$ cat config.mk
export PLATFORM = sky130hd
export DESIGN_NAME = lru_frame_replacement_core
export DESIGN_NICKNAME = d
export VERILOG_FILES = /design/src/rtl/lfr_pkg.sv /design/src/rtl/lru_frame_replacement_core.sv /design/src/rtl/lfr_ram.sv /design/src/rtl/lfr_datapath.sv /design/src/rtl/lfr_ctrl.sv
export VERILOG_INCLUDE_DIRS = /design/src /design/src/rtl
export SDC_FILE = /design/constraint.sdc
export NUM_CORES = 1
export LEC_CHECK = 0
export BUFFER_PORTS_ARGS = -buffer_cell sky130_fd_sc_hd__buf_2
export CORE_MARGIN = 1.5
export CORE_UTILIZATION = 60
export DETAILED_ROUTE_END_ITERATION = 8
export PLACE_DENSITY = 0.78
export SKIP_LAST_GASP = 1
export SLEW_MARGIN = 20
export SYNTH_ARGS = -nofsm -noshare
export SYNTH_HDL_FRONTEND = slang
export SYNTH_SLANG_ARGS = --single-unit
$ cat constraint.sdc
create_clock -name clk_i -period 10.9 [get_ports clk_i]
set_input_delay 0 -clock clk_i [delete_from_list [all_inputs] [get_ports clk_i]]
set_output_delay 0 -clock clk_i [all_outputs]
set_load 0.01 [all_outputs]
$ cat src/rtl/lru_frame_replacement_core_macros.svh
// Assertion macros for the LRU frame replacement core.
// Used by files that check their own logic; expects clk_i and rst_ni in scope.
`ifndef LRU_FRAME_REPLACEMENT_CORE_MACROS_SVH
`define LRU_FRAME_REPLACEMENT_CORE_MACROS_SVH

// Property checked on every rising clock edge outside of reset.
`define LFR_ASSERT(label, prop, msg) \
  label: assert property (@(posedge clk_i) disable iff (!rst_ni) (prop)) else $error(msg);

// Condition in one cycle implies a consequence in the next cycle.
`define LFR_ASSERT_NEXT(label, ante, cons, msg) \
  `LFR_ASSERT(label, (ante) |=> (cons), msg)

`endif

$ cat src/rtl/lfr_pkg.sv
// Shared types, constants and helper functions for the LRU frame replacement core.
// No dependencies; the core top level, lfr_datapath and lfr_ctrl refer to it by scoped names.
`default_nettype none

package lfr_pkg;

  localparam int unsigned MaxFrames = 64;
  localparam int unsigned FrameW    = 6;
  localparam int unsigned CountW    = 7;

  typedef logic [FrameW-1:0] frame_t;
  typedef logic [CountW-1:0] count_t;

  localparam count_t MinFramesInUse = count_t'(2);
  localparam count_t MaxFramesInUse = count_t'(MaxFrames);

  // Commands from the controller to the datapath.
  typedef struct packed {
    logic latch_item;
    logic write_unlink;
    logic write_push;
    logic write_finish;
  } lfr_cmd_t;

  // Status from the datapath to the controller.
  typedef struct packed {
    logic skip;
    logic out_free;
  } lfr_status_t;

  // Newer link of a frame right after the order is rebuilt.
  function automatic frame_t newer_reset(frame_t a);
    return (a == '0) ? '0 : frame_t'(a - 1'b1);
  endfunction

  // Older link of a frame right after the order is rebuilt.
  function automatic frame_t older_reset(frame_t a);
    return (a == frame_t'(MaxFrames - 1)) ? '0 : frame_t'(a + 1'b1);
  endfunction

  function automatic count_t clamp_count(count_t v);
    count_t r;
    r = v;
    if (v < MinFramesInUse) begin
      r = MinFramesInUse;
    end else if (v > MaxFramesInUse) begin
      r = MaxFramesInUse;
    end
    return r;
  endfunction

endpackage

`default_nettype wire

$ cat src/rtl/lru_frame_replacement_core.sv
// Top level of the LRU frame replacement core: controller plus datapath.
// Uses lfr_pkg, lfr_ctrl, lfr_datapath and lru_frame_replacement_core_macros.svh.
//
//   Channel  Direction  Handshake                  Payload
//   in       input      in_valid_i / in_ready_o    action_i, frame_index_i
//   out      output     out_valid_o / out_ready_i  victim_frame_o, victim_valid_o,
//                                                  bad_index_o
//   cfg      input      cfg_valid_i / cfg_ready_o  cfg_frames_in_use_i
//
// One item at a time. A reference that moves a frame, and every evict, goes
// through read, unlink, push and finish steps on the single write port of each
// link memory before the next transfer. A bad reference or a reference of the
// newest frame goes from the read step straight to the finish step.
// Reset and a frame-count write rebuild the order at once through per-entry
// valid bits. The finish step holds while the result register is still full.
`default_nettype none

`include "lru_frame_replacement_core_macros.svh"

module lru_frame_replacement_core (
  input  wire logic            clk_i,
  input  wire logic            rst_ni,
  input  wire logic            cfg_valid_i,
  output logic                 cfg_ready_o,
  input  wire lfr_pkg::count_t cfg_frames_in_use_i,
  input  wire logic            in_valid_i,
  output logic                 in_ready_o,
  input  wire logic            action_i,
  input  wire lfr_pkg::frame_t frame_index_i,
  output logic                 out_valid_o,
  input  wire logic            out_ready_i,
  output lfr_pkg::frame_t      victim_frame_o,
  output logic                 victim_valid_o,
  output logic                 bad_index_o
);

  lfr_pkg::lfr_cmd_t    cmd;
  lfr_pkg::lfr_status_t status;

  assign cfg_ready_o = 1'b1;

  lfr_ctrl u_ctrl (
    .clk_i      (clk_i),
    .rst_ni     (rst_ni),
    .in_valid_i (in_valid_i),
    .in_ready_o (in_ready_o),
    .status_i   (status),
    .cmd_o      (cmd)
  );

  lfr_datapath u_datapath (
    .clk_i          (clk_i),
    .rst_ni         (rst_ni),
    .cmd_i          (cmd),
    .status_o       (status),
    .cfg_write_i    (cfg_valid_i && cfg_ready_o),
    .cfg_frames_i   (cfg_frames_in_use_i),
    .action_i       (action_i),
    .frame_index_i  (frame_index_i),
    .out_ready_i    (out_ready_i),
    .out_valid_o    (out_valid_o),
    .victim_frame_o (victim_frame_o),
    .victim_valid_o (victim_valid_o),
    .bad_index_o    (bad_index_o)
  );

  // An item is worked on alone: no second transfer right after the first.
  `LFR_ASSERT_NEXT(a_one_item, in_valid_i && in_ready_o, !in_ready_o, "item taken while busy")
  // An evict result never carries the bad-index flag.
  `LFR_ASSERT(a_flags_exclusive, !(out_valid_o && victim_valid_o && bad_index_o), "both flags set")
  // A reference result reports frame zero as its victim.
  `LFR_ASSERT(a_ref_no_victim,
              !(out_valid_o && !victim_valid_o && (victim_frame_o != '0)), "victim on reference")
  // The datapath only finishes into a free result register.
  `LFR_ASSERT(a_finish_free, !cmd.write_finish || status.out_free, "result overwritten")

endmodule

`default_nettype wire

$ cat src/rtl/lfr_ram.sv
// Generic single-write, single-read RAM with a registered read port.
// No dependencies.
`default_nettype none

module lfr_ram #(
  parameter int unsigned Width = 8,
  parameter int unsigned Depth = 64
) (
  input  wire logic                     clk_i,
  input  wire logic                     we_i,
  input  wire logic [$clog2(Depth)-1:0] waddr_i,
  input  wire logic [Width-1:0]         wdata_i,
  input  wire logic [$clog2(Depth)-1:0] raddr_i,
  output logic      [Width-1:0]         rdata_o
);

  logic [Width-1:0] mem_q [Depth];

  always_ff @(posedge clk_i) begin
    if (we_i) begin
      mem_q[waddr_i] <= wdata_i;
    end
    rdata_o <= mem_q[raddr_i];
  end

endmodule

`default_nettype wire

$ cat src/rtl/lfr_datapath.sv
// Datapath of the LRU frame replacement core: link memories, list ends,
// frame count, item registers and the result register. Uses lfr_pkg and lfr_ram.
`default_nettype none

module lfr_datapath (
  input  wire logic                clk_i,
  input  wire logic                rst_ni,
  input  wire lfr_pkg::lfr_cmd_t   cmd_i,
  output lfr_pkg::lfr_status_t     status_o,
  input  wire logic                cfg_write_i,
  input  wire lfr_pkg::count_t     cfg_frames_i,
  input  wire logic                action_i,
  input  wire lfr_pkg::frame_t     frame_index_i,
  input  wire logic                out_ready_i,
  output logic                     out_valid_o,
  output lfr_pkg::frame_t          victim_frame_o,
  output logic                     victim_valid_o,
  output logic                     bad_index_o
);

  lfr_pkg::count_t frames_q;
  lfr_pkg::frame_t newest_q, oldest_q;
  logic [lfr_pkg::MaxFrames-1:0] newer_vld_q, older_vld_q;

  // Item registers: the target frame is the victim for an evict.
  lfr_pkg::frame_t item_q;
  logic evict_q, bad_q, skip_q, at_oldest_q;

  lfr_pkg::frame_t rd_addr_q;
  logic newer_rv_q, older_rv_q;
  lfr_pkg::frame_t newer_rdata, older_rdata;
  lfr_pkg::frame_t nw, od;

  logic            newer_we, older_we;
  lfr_pkg::frame_t newer_waddr, newer_wdata, older_waddr, older_wdata;

  logic out_valid_q, victim_valid_q, bad_index_q;
  lfr_pkg::frame_t victim_frame_q;
  lfr_pkg::count_t cfg_clamped;

  assign cfg_clamped = lfr_pkg::clamp_count(cfg_frames_i);

  // Entries not written since the order was rebuilt read as their rebuilt value.
  assign nw = newer_rv_q ? newer_rdata : lfr_pkg::newer_reset(rd_addr_q);
  assign od = older_rv_q ? older_rdata : lfr_pkg::older_reset(rd_addr_q);

  always_comb begin
    newer_we    = 1'b0;
    newer_waddr = item_q;
    newer_wdata = '0;
    older_we    = 1'b0;
    older_waddr = item_q;
    older_wdata = newest_q;
    if (cmd_i.write_unlink && !at_oldest_q) begin
      newer_we    = 1'b1;
      newer_waddr = od;
      newer_wdata = nw;
      older_we    = 1'b1;
      older_waddr = nw;
      older_wdata = od;
    end else if (cmd_i.write_push) begin
      newer_we    = 1'b1;
      newer_waddr = newest_q;
      newer_wdata = item_q;
      older_we    = 1'b1;
      older_waddr = item_q;
      older_wdata = newest_q;
    end else if (cmd_i.write_finish && !skip_q) begin
      newer_we    = 1'b1;
      newer_waddr = item_q;
      newer_wdata = '0;
    end
  end

  lfr_ram #(
    .Width (lfr_pkg::FrameW),
    .Depth (lfr_pkg::MaxFrames)
  ) u_newer_ram (
    .clk_i   (clk_i),
    .we_i    (newer_we),
    .waddr_i (newer_waddr),
    .wdata_i (newer_wdata),
    .raddr_i (item_q),
    .rdata_o (newer_rdata)
  );

  lfr_ram #(
    .Width (lfr_pkg::FrameW),
    .Depth (lfr_pkg::MaxFrames)
  ) u_older_ram (
    .clk_i   (clk_i),
    .we_i    (older_we),
    .waddr_i (older_waddr),
    .wdata_i (older_wdata),
    .raddr_i (item_q),
    .rdata_o (older_rdata)
  );

  // List state and link valid bits.
  always_ff @(posedge clk_i or negedge rst_ni) begin
    if (!rst_ni) begin
      frames_q    <= lfr_pkg::MaxFramesInUse;
      newest_q    <= '0;
      oldest_q    <= lfr_pkg::frame_t'(lfr_pkg::MaxFramesInUse - 1'b1);
      newer_vld_q <= '0;
      older_vld_q <= '0;
    end else if (cfg_write_i) begin
      frames_q    <= cfg_clamped;
      newest_q    <= '0;
      oldest_q    <= lfr_pkg::frame_t'(cfg_clamped - 1'b1);
      newer_vld_q <= '0;
      older_vld_q <= '0;
    end else begin
      if (newer_we) begin
        newer_vld_q[newer_waddr] <= 1'b1;
      end
      if (older_we) begin
        older_vld_q[older_waddr] <= 1'b1;
      end
      if (cmd_i.write_unlink && at_oldest_q) begin
        oldest_q <= nw;
      end
      if (cmd_i.write_finish && !skip_q) begin
        newest_q <= item_q;
      end
    end
  end

  // Item and read-side registers.
  always_ff @(posedge clk_i) begin
    if (cmd_i.latch_item) begin
      item_q      <= action_i ? oldest_q : frame_index_i;
      evict_q     <= action_i;
      bad_q       <= !action_i && ({1'b0, frame_index_i} >= frames_q);
      skip_q      <= !action_i && (({1'b0, frame_index_i} >= frames_q) ||
                                   (frame_index_i == newest_q));
      at_oldest_q <= action_i || (frame_index_i == oldest_q);
    end
    rd_addr_q  <= item_q;
    newer_rv_q <= newer_vld_q[item_q];
    older_rv_q <= older_vld_q[item_q];
  end

  // Result register: a finished result waits here while the next item is taken.
  always_ff @(posedge clk_i or negedge rst_ni) begin
    if (!rst_ni) begin
      out_valid_q <= 1'b0;
    end else if (cmd_i.write_finish) begin
      out_valid_q <= 1'b1;
    end else if (out_ready_i) begin
      out_valid_q <= 1'b0;
    end
  end

  always_ff @(posedge clk_i) begin
    if (cmd_i.write_finish) begin
      victim_frame_q <= evict_q ? item_q : '0;
      victim_valid_q <= evict_q;
      bad_index_q    <= bad_q;
    end
  end

  assign status_o.skip     = skip_q;
  assign status_o.out_free = !out_valid_q || out_ready_i;

  assign out_valid_o    = out_valid_q;
  assign victim_frame_o = victim_frame_q;
  assign victim_valid_o = victim_valid_q;
  assign bad_index_o    = bad_index_q;

endmodule

`default_nettype wire

$ cat src/rtl/lfr_ctrl.sv
// Controller of the LRU frame replacement core: sequences the link reads and
// writes of one item at a time. Uses lfr_pkg.
`default_nettype none

module lfr_ctrl (
  input  wire logic                 clk_i,
  input  wire logic                 rst_ni,
  input  wire logic                 in_valid_i,
  output logic                      in_ready_o,
  input  wire lfr_pkg::lfr_status_t status_i,
  output lfr_pkg::lfr_cmd_t         cmd_o
);

  typedef enum logic [2:0] {
    ST_IDLE,
    ST_READ,
    ST_UNLINK,
    ST_PUSH,
    ST_FINISH
  } state_e;

  state_e state_q, state_d;

  always_comb begin
    state_d = state_q;
    case (state_q)
      ST_IDLE: begin
        if (in_valid_i) begin
          state_d = ST_READ;
        end
      end
      // Link data arrives in the cycle after the read is issued.
      ST_READ:   state_d = status_i.skip ? ST_FINISH : ST_UNLINK;
      ST_UNLINK: state_d = ST_PUSH;
      ST_PUSH:   state_d = ST_FINISH;
      ST_FINISH: begin
        if (status_i.out_free) begin
          state_d = ST_IDLE;
        end
      end
      default:   state_d = ST_IDLE;
    endcase
  end

  always_ff @(posedge clk_i or negedge rst_ni) begin
    if (!rst_ni) begin
      state_q <= ST_IDLE;
    end else begin
      state_q <= state_d;
    end
  end

  assign in_ready_o          = (state_q == ST_IDLE);
  assign cmd_o.latch_item    = (state_q == ST_IDLE) && in_valid_i;
  assign cmd_o.write_unlink  = (state_q == ST_UNLINK);
  assign cmd_o.write_push    = (state_q == ST_PUSH);
  assign cmd_o.write_finish  = (state_q == ST_FINISH) && status_i.out_free;

endmodule

`default_nettype wire
**Word-level counts from Yosys, hierarchy flattened**

Memories as Yosys holds them, arrays and structs flattened. A register that Yosys moved wholly into a read port is not among the register bits.
Index checks and enable logic that the tools add are counted.

- Register bits after elaboration: 177
- Bits in writable memories: 768
- Input bits: 19
- Output and inout bits: 11
- Logic and storage cells: 110
- Memories: 2

- Add/sub/neg operators: 3
- Magnitude comparators: 8
- Eq/ne operators: 9
- Muxes and demuxes: 44
- Bitwise operators: 2
- Reductions and logical operators: 24

Memory list:

| name | words | width | rd ports | clocked after Yosys merged registers in | wr ports | RTL line | text |
|---|---|---|---|---|---|---|---|
| u_datapath.u_newer_ram.mem_q | 64 | 6 | 1 | 1 | 1 | lfr_ram.sv:17 | `logic [Width-1:0] mem_q [Depth];` |
| u_datapath.u_older_ram.mem_q | 64 | 6 | 1 | 1 | 1 | lfr_ram.sv:17 |  |

Operators with widths:

| kind | count |
|---|---|
| 2-to-1 mux 64 bit | 4 |
| bitwise OR 64 bit | 2 |
| 2-to-1 mux 6 bit | 15 |
| < comparator 6 x 7 -> 1 bit, second input constant | 3 |
| 2-to-1 mux 1 bit | 15 |
| case mux 3 bit (5 select lines) | 1 |
| 2-to-1 mux 7 bit | 2 |
| binary-select mux 1 bit (select 6 bit) | 2 |
| demux 1 bit (select 6 bit) | 2 |
| == test 6 bit | 2 |
| >= comparator 6 x 1 -> 1 bit, second input constant | 2 |
| subtractor 6 x 1 -> 6 bit, second input constant | 2 |
| nonzero test 2 bit | 5 |
| logical AND 1 bit | 9 |
| 2-to-1 mux 3 bit | 3 |
| >= comparator 6 x 7 -> 1 bit | 1 |
| greater-than comparator 7 bit, second input constant | 1 |
| < comparator 7 x 2 -> 1 bit, second input constant | 1 |
| adder 6 x 1 -> 6 bit, second input constant | 1 |
| == test 3 x 2 -> 1 bit, second input constant | 2 |
| == test 6 bit, second input constant | 1 |
| zero test 6 bit | 1 |
| zero test 1 bit | 4 |
| == test 3 x 1 -> 1 bit, second input constant | 1 |
| 6 further kinds | 8 |

**Logic depth before layout (Yosys ltp)**

- Word-level depth: 11
- Mapped depth: 10
- Depth with buffers taken out: 8

**By module**

Synthesis repeated with hierarchy kept, for this count alone.

- Cells, all modules: 2174
- Area total of the unflattened synthesis: 39346.5 sq um

By module, submodules not included:

| module | instances | cells each | area each (sq um) | seq. area each (sq um) |
|---|---|---|---|---|
| lfr_ram | 2 | 720 | 15225.9 | 11651.2 |
| lfr_datapath | 1 | 716 | 8725.9 | 4413.0 |
| lfr_ctrl | 1 | 16 | 157.7 | 75.1 |
| lru_frame_replacement_core | 1 | 2 | 11.3 | 0.0 |

**Worst setup path after synthesis**

Ideal clock, no wire load.

- Kind: register to register
- From: register u_ctrl.state_q[2]
- To: memory u_datapath.u_newer_ram.mem_q[0][2] in the netlist's numbering (data pin)
- Setup time: 702 ps
- Arrival: 4090 ps
- Required time: 10198 ps
- Slack: 6108 ps
- Stages on the path, launching flop included: 7
- Buffers on the path: 4
- Clock period less this slack: 4792 ps
- Cells stage by stage: dfrtp_1 -> buf_6 -> or4b_1 -> buf_2 -> buf_2 -> clkbuf_1 -> o21ai_0

- Word-level cells in the longest chain between the ends: 3
- Elaborated cells between the ends (all ways): 5
- Classes of those cells: eq/ne (2); mux (2); reduce/logical (1)

Ends and longest elaborated chain:

| what | RTL line | text |
|---|---|---|
| from (decl) | lfr_ctrl.sv:22 | `state_e state_q, state_d;` |
| from (signal assigned) | lfr_ctrl.sv:49 | `state_q <= state_d;` |
| == test 3 x 2 -> 1 bit (on tied branches) | lfr_ctrl.sv:56, lfr_ctrl.sv:55 |  |
| 2-to-1 mux 6 bit or logical AND 1 bit (tied branches) | lfr_datapath.sv:61, lfr_datapath.sv:54 |  |
| 2-to-1 mux 6 bit (*) | lfr_datapath.sv:54 | `if (cmd_i.write_unlink && !at_oldest_q) begin` |
| net u_datapath.newer_wdata[2] | lfr_datapath.sv:35 | `lfr_pkg::frame_t newer_waddr, newer_wdata, older_waddr, older_wdata;` |
| to (decl) | lfr_ram.sv:17 |  |

Mark *: on every way through the listed nets, which the timed path passes. The rest lies on a longest branch.

**Final worst setup path**

- From: register u_datapath.item_q[2]
- To: memory u_datapath.u_older_ram.mem_q[44][5] in the netlist's numbering (enable)

- Word-level cells in the longest chain between the ends: 1

Ends and longest elaborated chain:

| what | RTL line | text |
|---|---|---|
| from (decl) | lfr_datapath.sv:26 | `lfr_pkg::frame_t item_q;` |
| from (signal assigned) | lfr_datapath.sv:132 | `item_q <= action_i ? oldest_q : frame_index_i;` |
| 2-to-1 mux 6 bit | lfr_datapath.sv:54 |  |
| to (decl) | lfr_ram.sv:17 |  |

No other way between the ends.

==> qor.txt <==
Hold Crit Endpoint: u_datapath.frames_q[5]
Worst Path Max Fanout: 69
Async SR Flop Fraction: 15.78%
Post-DR wirelength/cell: 30.67 um
First-pass GRT wire length: 148300 um
Routability Congestion: 0.8742
Hold Path Origin: cfg_frames_in_use_i[5]
Worst-margin pin slew: 1.224 ns
Root Buffer: clkbuf_16
Sw Share: 29.33%
Post-synth cell types: 81
Worst R2R End: u_datapath.u_older_ram.mem_q[44][5]
Final instance area: 43350 um2
RR Startpoint: u_datapath.item_q[2]
Max-cap violations: 0
CTS Sinks: 957
Clock Tree Buf Depth: 3
R2r worst-path depth: 6
HPWL Detailed: 57670 um
RSZ-0062 raised after global routing: no
Internal Power: 6.722 mW
Hold crit path type: input pin to flop
Startpoint types: flop
Synth warn: 0
Initial antenna violation count: 6
ANT nets after route: 0
Final core utilization: 67.12%
Fillers: 3933
Largest net degree at the start of global routing: 114
Total core area: 64580 um2
Die ar.: 66940 um2
Setup TNS: 0 ns
H-tree levels: 3
Fmax: 0.2349 GHz
Status: finished clean
Die width: 258.7 um
Syn_nets: 2301
Final net count: 2326
Vias/cell: 6.971
Min cycle time layout: 4.257 ns
Leakage power: 14.33 nW
Initial core utilization: 60.76%
Crit path cell chain: buf_4 > buf_4 > nor2_1 > a21oi_2 > nand2_1 > nor2_1
CTS tree: built
DP Area: 40080 um2
Slew margin rel.: 18.42%
Tot GR Track Use: 30.29%
Area growth from synthesis to layout: 10.47%
Yosys reg bits: 957
DRC Markers: 0
Final hold vios: 0
Via count: 22500
Synth Instances: 2272
Worst R2R Setup Slack: 6.64 ns
Switch Pwr: 2.790 mW
Largest area contributor in the netlist: edfxtp_1
Top-Level Pins: 30
Largest stage delay, worst path: 0.84 ns
Sequential share of power: 46.3%
Clock power share: 33.6%
Final WL: 99010 um
EDFF count, synth: 786
Cells on Worst Hold Path: 4
Synth top area share: 60.15%
Share of layout cells above drive strength 1: 21.71%
Final slew viol count: 0
Slowest-stage cell, CP: buf_4
Later-pin clock latency in the skew report: 0.67 ns
Detailed Routing Iterations Pass 1: 9
Clock slew at reported path FFs: 0.07 ns
CP required: 11.18 ns
Crit share post-route: 39.06%
Vias in the first global route: 22800
Initial drt markers: 3265
Largest cells by area after synthesis: edfxtp_1, mux4_2, dfrtp_1
Comb power frac: 20.1%
# rows: 93
Setup Skew: 0.02984 ns
Sequential area share after synthesis: 70.82%
Port bufs: 28
Die height: 258.7 um
Syn avg cell area: 17.27 um2
Worst Setup End Kind: flop
Post-synth top flop: edfxtp_1
Cell area power density: 219.4 nW/um2
Mapped cell area: 39240 um2
Inserted Clock Buffers: 90
Final setup fails: 0
WS Path Type: flop to flop
Grt ovf: 0
WP data arrival: 4.54 ns
Peak VDD IR: 0.1161 mV
## cell type report
cell class	count	area, um2	share of cell area, %
Antenna cell	1	2.502	0.005773
Clock buffer	118	2449	5.649
Clock inverter	49	536.8	1.238
Inverter	79	296.5	0.6841
Multi-Input combinational cell	1087	10540	24.32
Sequential cell	957	27790	64.11
Tap cell	855	1070	2.468
Timing Repair Buffer	82	660.6	1.524
## power by group through the flow
| stage | Combinational (mW) | Clock (mW) | Sequential (mW) |
|---|---|---|---|
| floorplan | 1.25 | 0 | 4.42 |
| global placement | 1.78 | 0 | 4.47 |
| detailed placement | 1.84 | 0 | 4.47 |
| CTS | 1.88 | 3.21 | 4.40 |
| global route | 2.00 | 3.34 | 4.41 |
| finish | 1.91 | 3.20 | 4.41 |
## synth_stat cells, drive strengths merged, types with 13 or more instances
master,instances
a22oi,36
inv,79
a21oi,79
nand3,15
buf,76
nor3,40
dfrtp,144
edfxtp,786
dfxtp,20
o31ai,22
o22ai,110
mux2i,16
nand2,54
nor2,221
nor2b,22
nand2b,34
and2,13
mux4,224
clkbuf,73
o21ai,26
## cells by family after synthesis
logic type | share of synthesized area, %
and+or+nand+nor | 5.749
buffers and inverters | 2.570
DFF | 70.82
muxes | 13.47
other | 0.009557
xor gates and xnor gates | 0.4018
adders and majority gates | 0.3189
AOI/OAI and AO/OA | 6.661
## state kept, by name, indices dropped and copies added, names as in the netlist, 3 cells and up
name and count:
u_datapath.victim_frame_o 6, u_datapath.newer_vld_q 64, u_datapath.oldest_q 6, u_datapath.rd_addr_q 6, u_datapath.u_newer_ram.mem_q 384, u_datapath.u_older_ram.mem_q 384, u_datapath.u_older_ram.rdata_o 6, u_ctrl.state_q 3
u_datapath.older_vld_q 64, u_datapath.u_newer_ram.rdata_o 6, u_datapath.item_q 6, u_datapath.frames_q 7, u_datapath.newest_q 6
## critical path: cells and delay by family (launching register included)
| family | cells | cell delay (ns) |
|---|---|---|
| buf+inv | 2 | 1.38 |
| compound gates | 1 | 0.50 |
| flops | 1 | 0.32 |
| simple gates | 3 | 1.58 |
## layout by cell type, fill, tap and decap left out, types with 34 or more instances in the layout
cell,count
mux4_2,224
nand2_1,47
a21oi_1,76
inv_1,78
o22ai_1,90
clkbuf_16,91
a22oi_1,36
nand2b_1,34
edfxtp_1,786
nor2_1,210
dfrtp_1,144
## routing by layer
metal | GRT usage [%] | part of all wire [%]
met1 | 40.60 | 36
met2 | 47.14 | 48
met3 | 7.864 | 11
met4 | 14.17 | 4.9
met5 | 0 | 0.043
## what timing repair did
action,in CTS,in global routing
resized for setup,0,0
hold buffers,24,0
hold endpoints to repair,152,0
setup buffers,0,0
## how the worst max path moves through the flow
| stage | from | endpoint | slack (ns) | depth (start not counted) |
|---|---|---|---|---|
| 4_1_cts | u_datapath.item_q[2] | u_datapath.u_older_ram.rdata_o[0] | 6.72 | 7 |
| 5_1_grt | u_datapath.item_q[2] | u_datapath.u_older_ram.mem_q[44][3] | 6.49 | 6 |
| 2_1_floorplan | u_ctrl.state_q[2] | u_datapath.u_newer_ram.mem_q[0][2] | 6.11 | 6 |
| 6_report | u_datapath.item_q[2] | u_datapath.u_older_ram.mem_q[44][5] | 6.64 | 6 |
| 3_5_place_dp | u_datapath.item_q[2] | u_datapath.u_older_ram.mem_q[29][0] | 6.84 | 6 |
| 3_3_place_gp | u_datapath.item_q[2] | u_datapath.u_older_ram.rdata_o[1] | 6.94 | 8 |
## per-stage QoR
| step | setup slack (ns) | power, mW | instances | hold WS [ns] |
|---|---|---|---|---|
| 2_1_floorplan | 6.108 | 5.677 | 2272 | -0.2956 |
| 3_3_place_gp | 6.939 | 6.256 | 3035 | 0.05013 |
| 3_5_place_dp | 6.835 | 6.310 | 3035 | 0.07064 |
| 4_1_cts | 6.723 | 9.482 | 3226 | 0.1908 |
| 5_1_grt | 6.491 | 9.747 | 3227 | 0.2419 |
| 6_report | 6.643 | 9.512 | 3228 | 0.2164 |
Note: power is estimated with default switching activity, not from simulation.
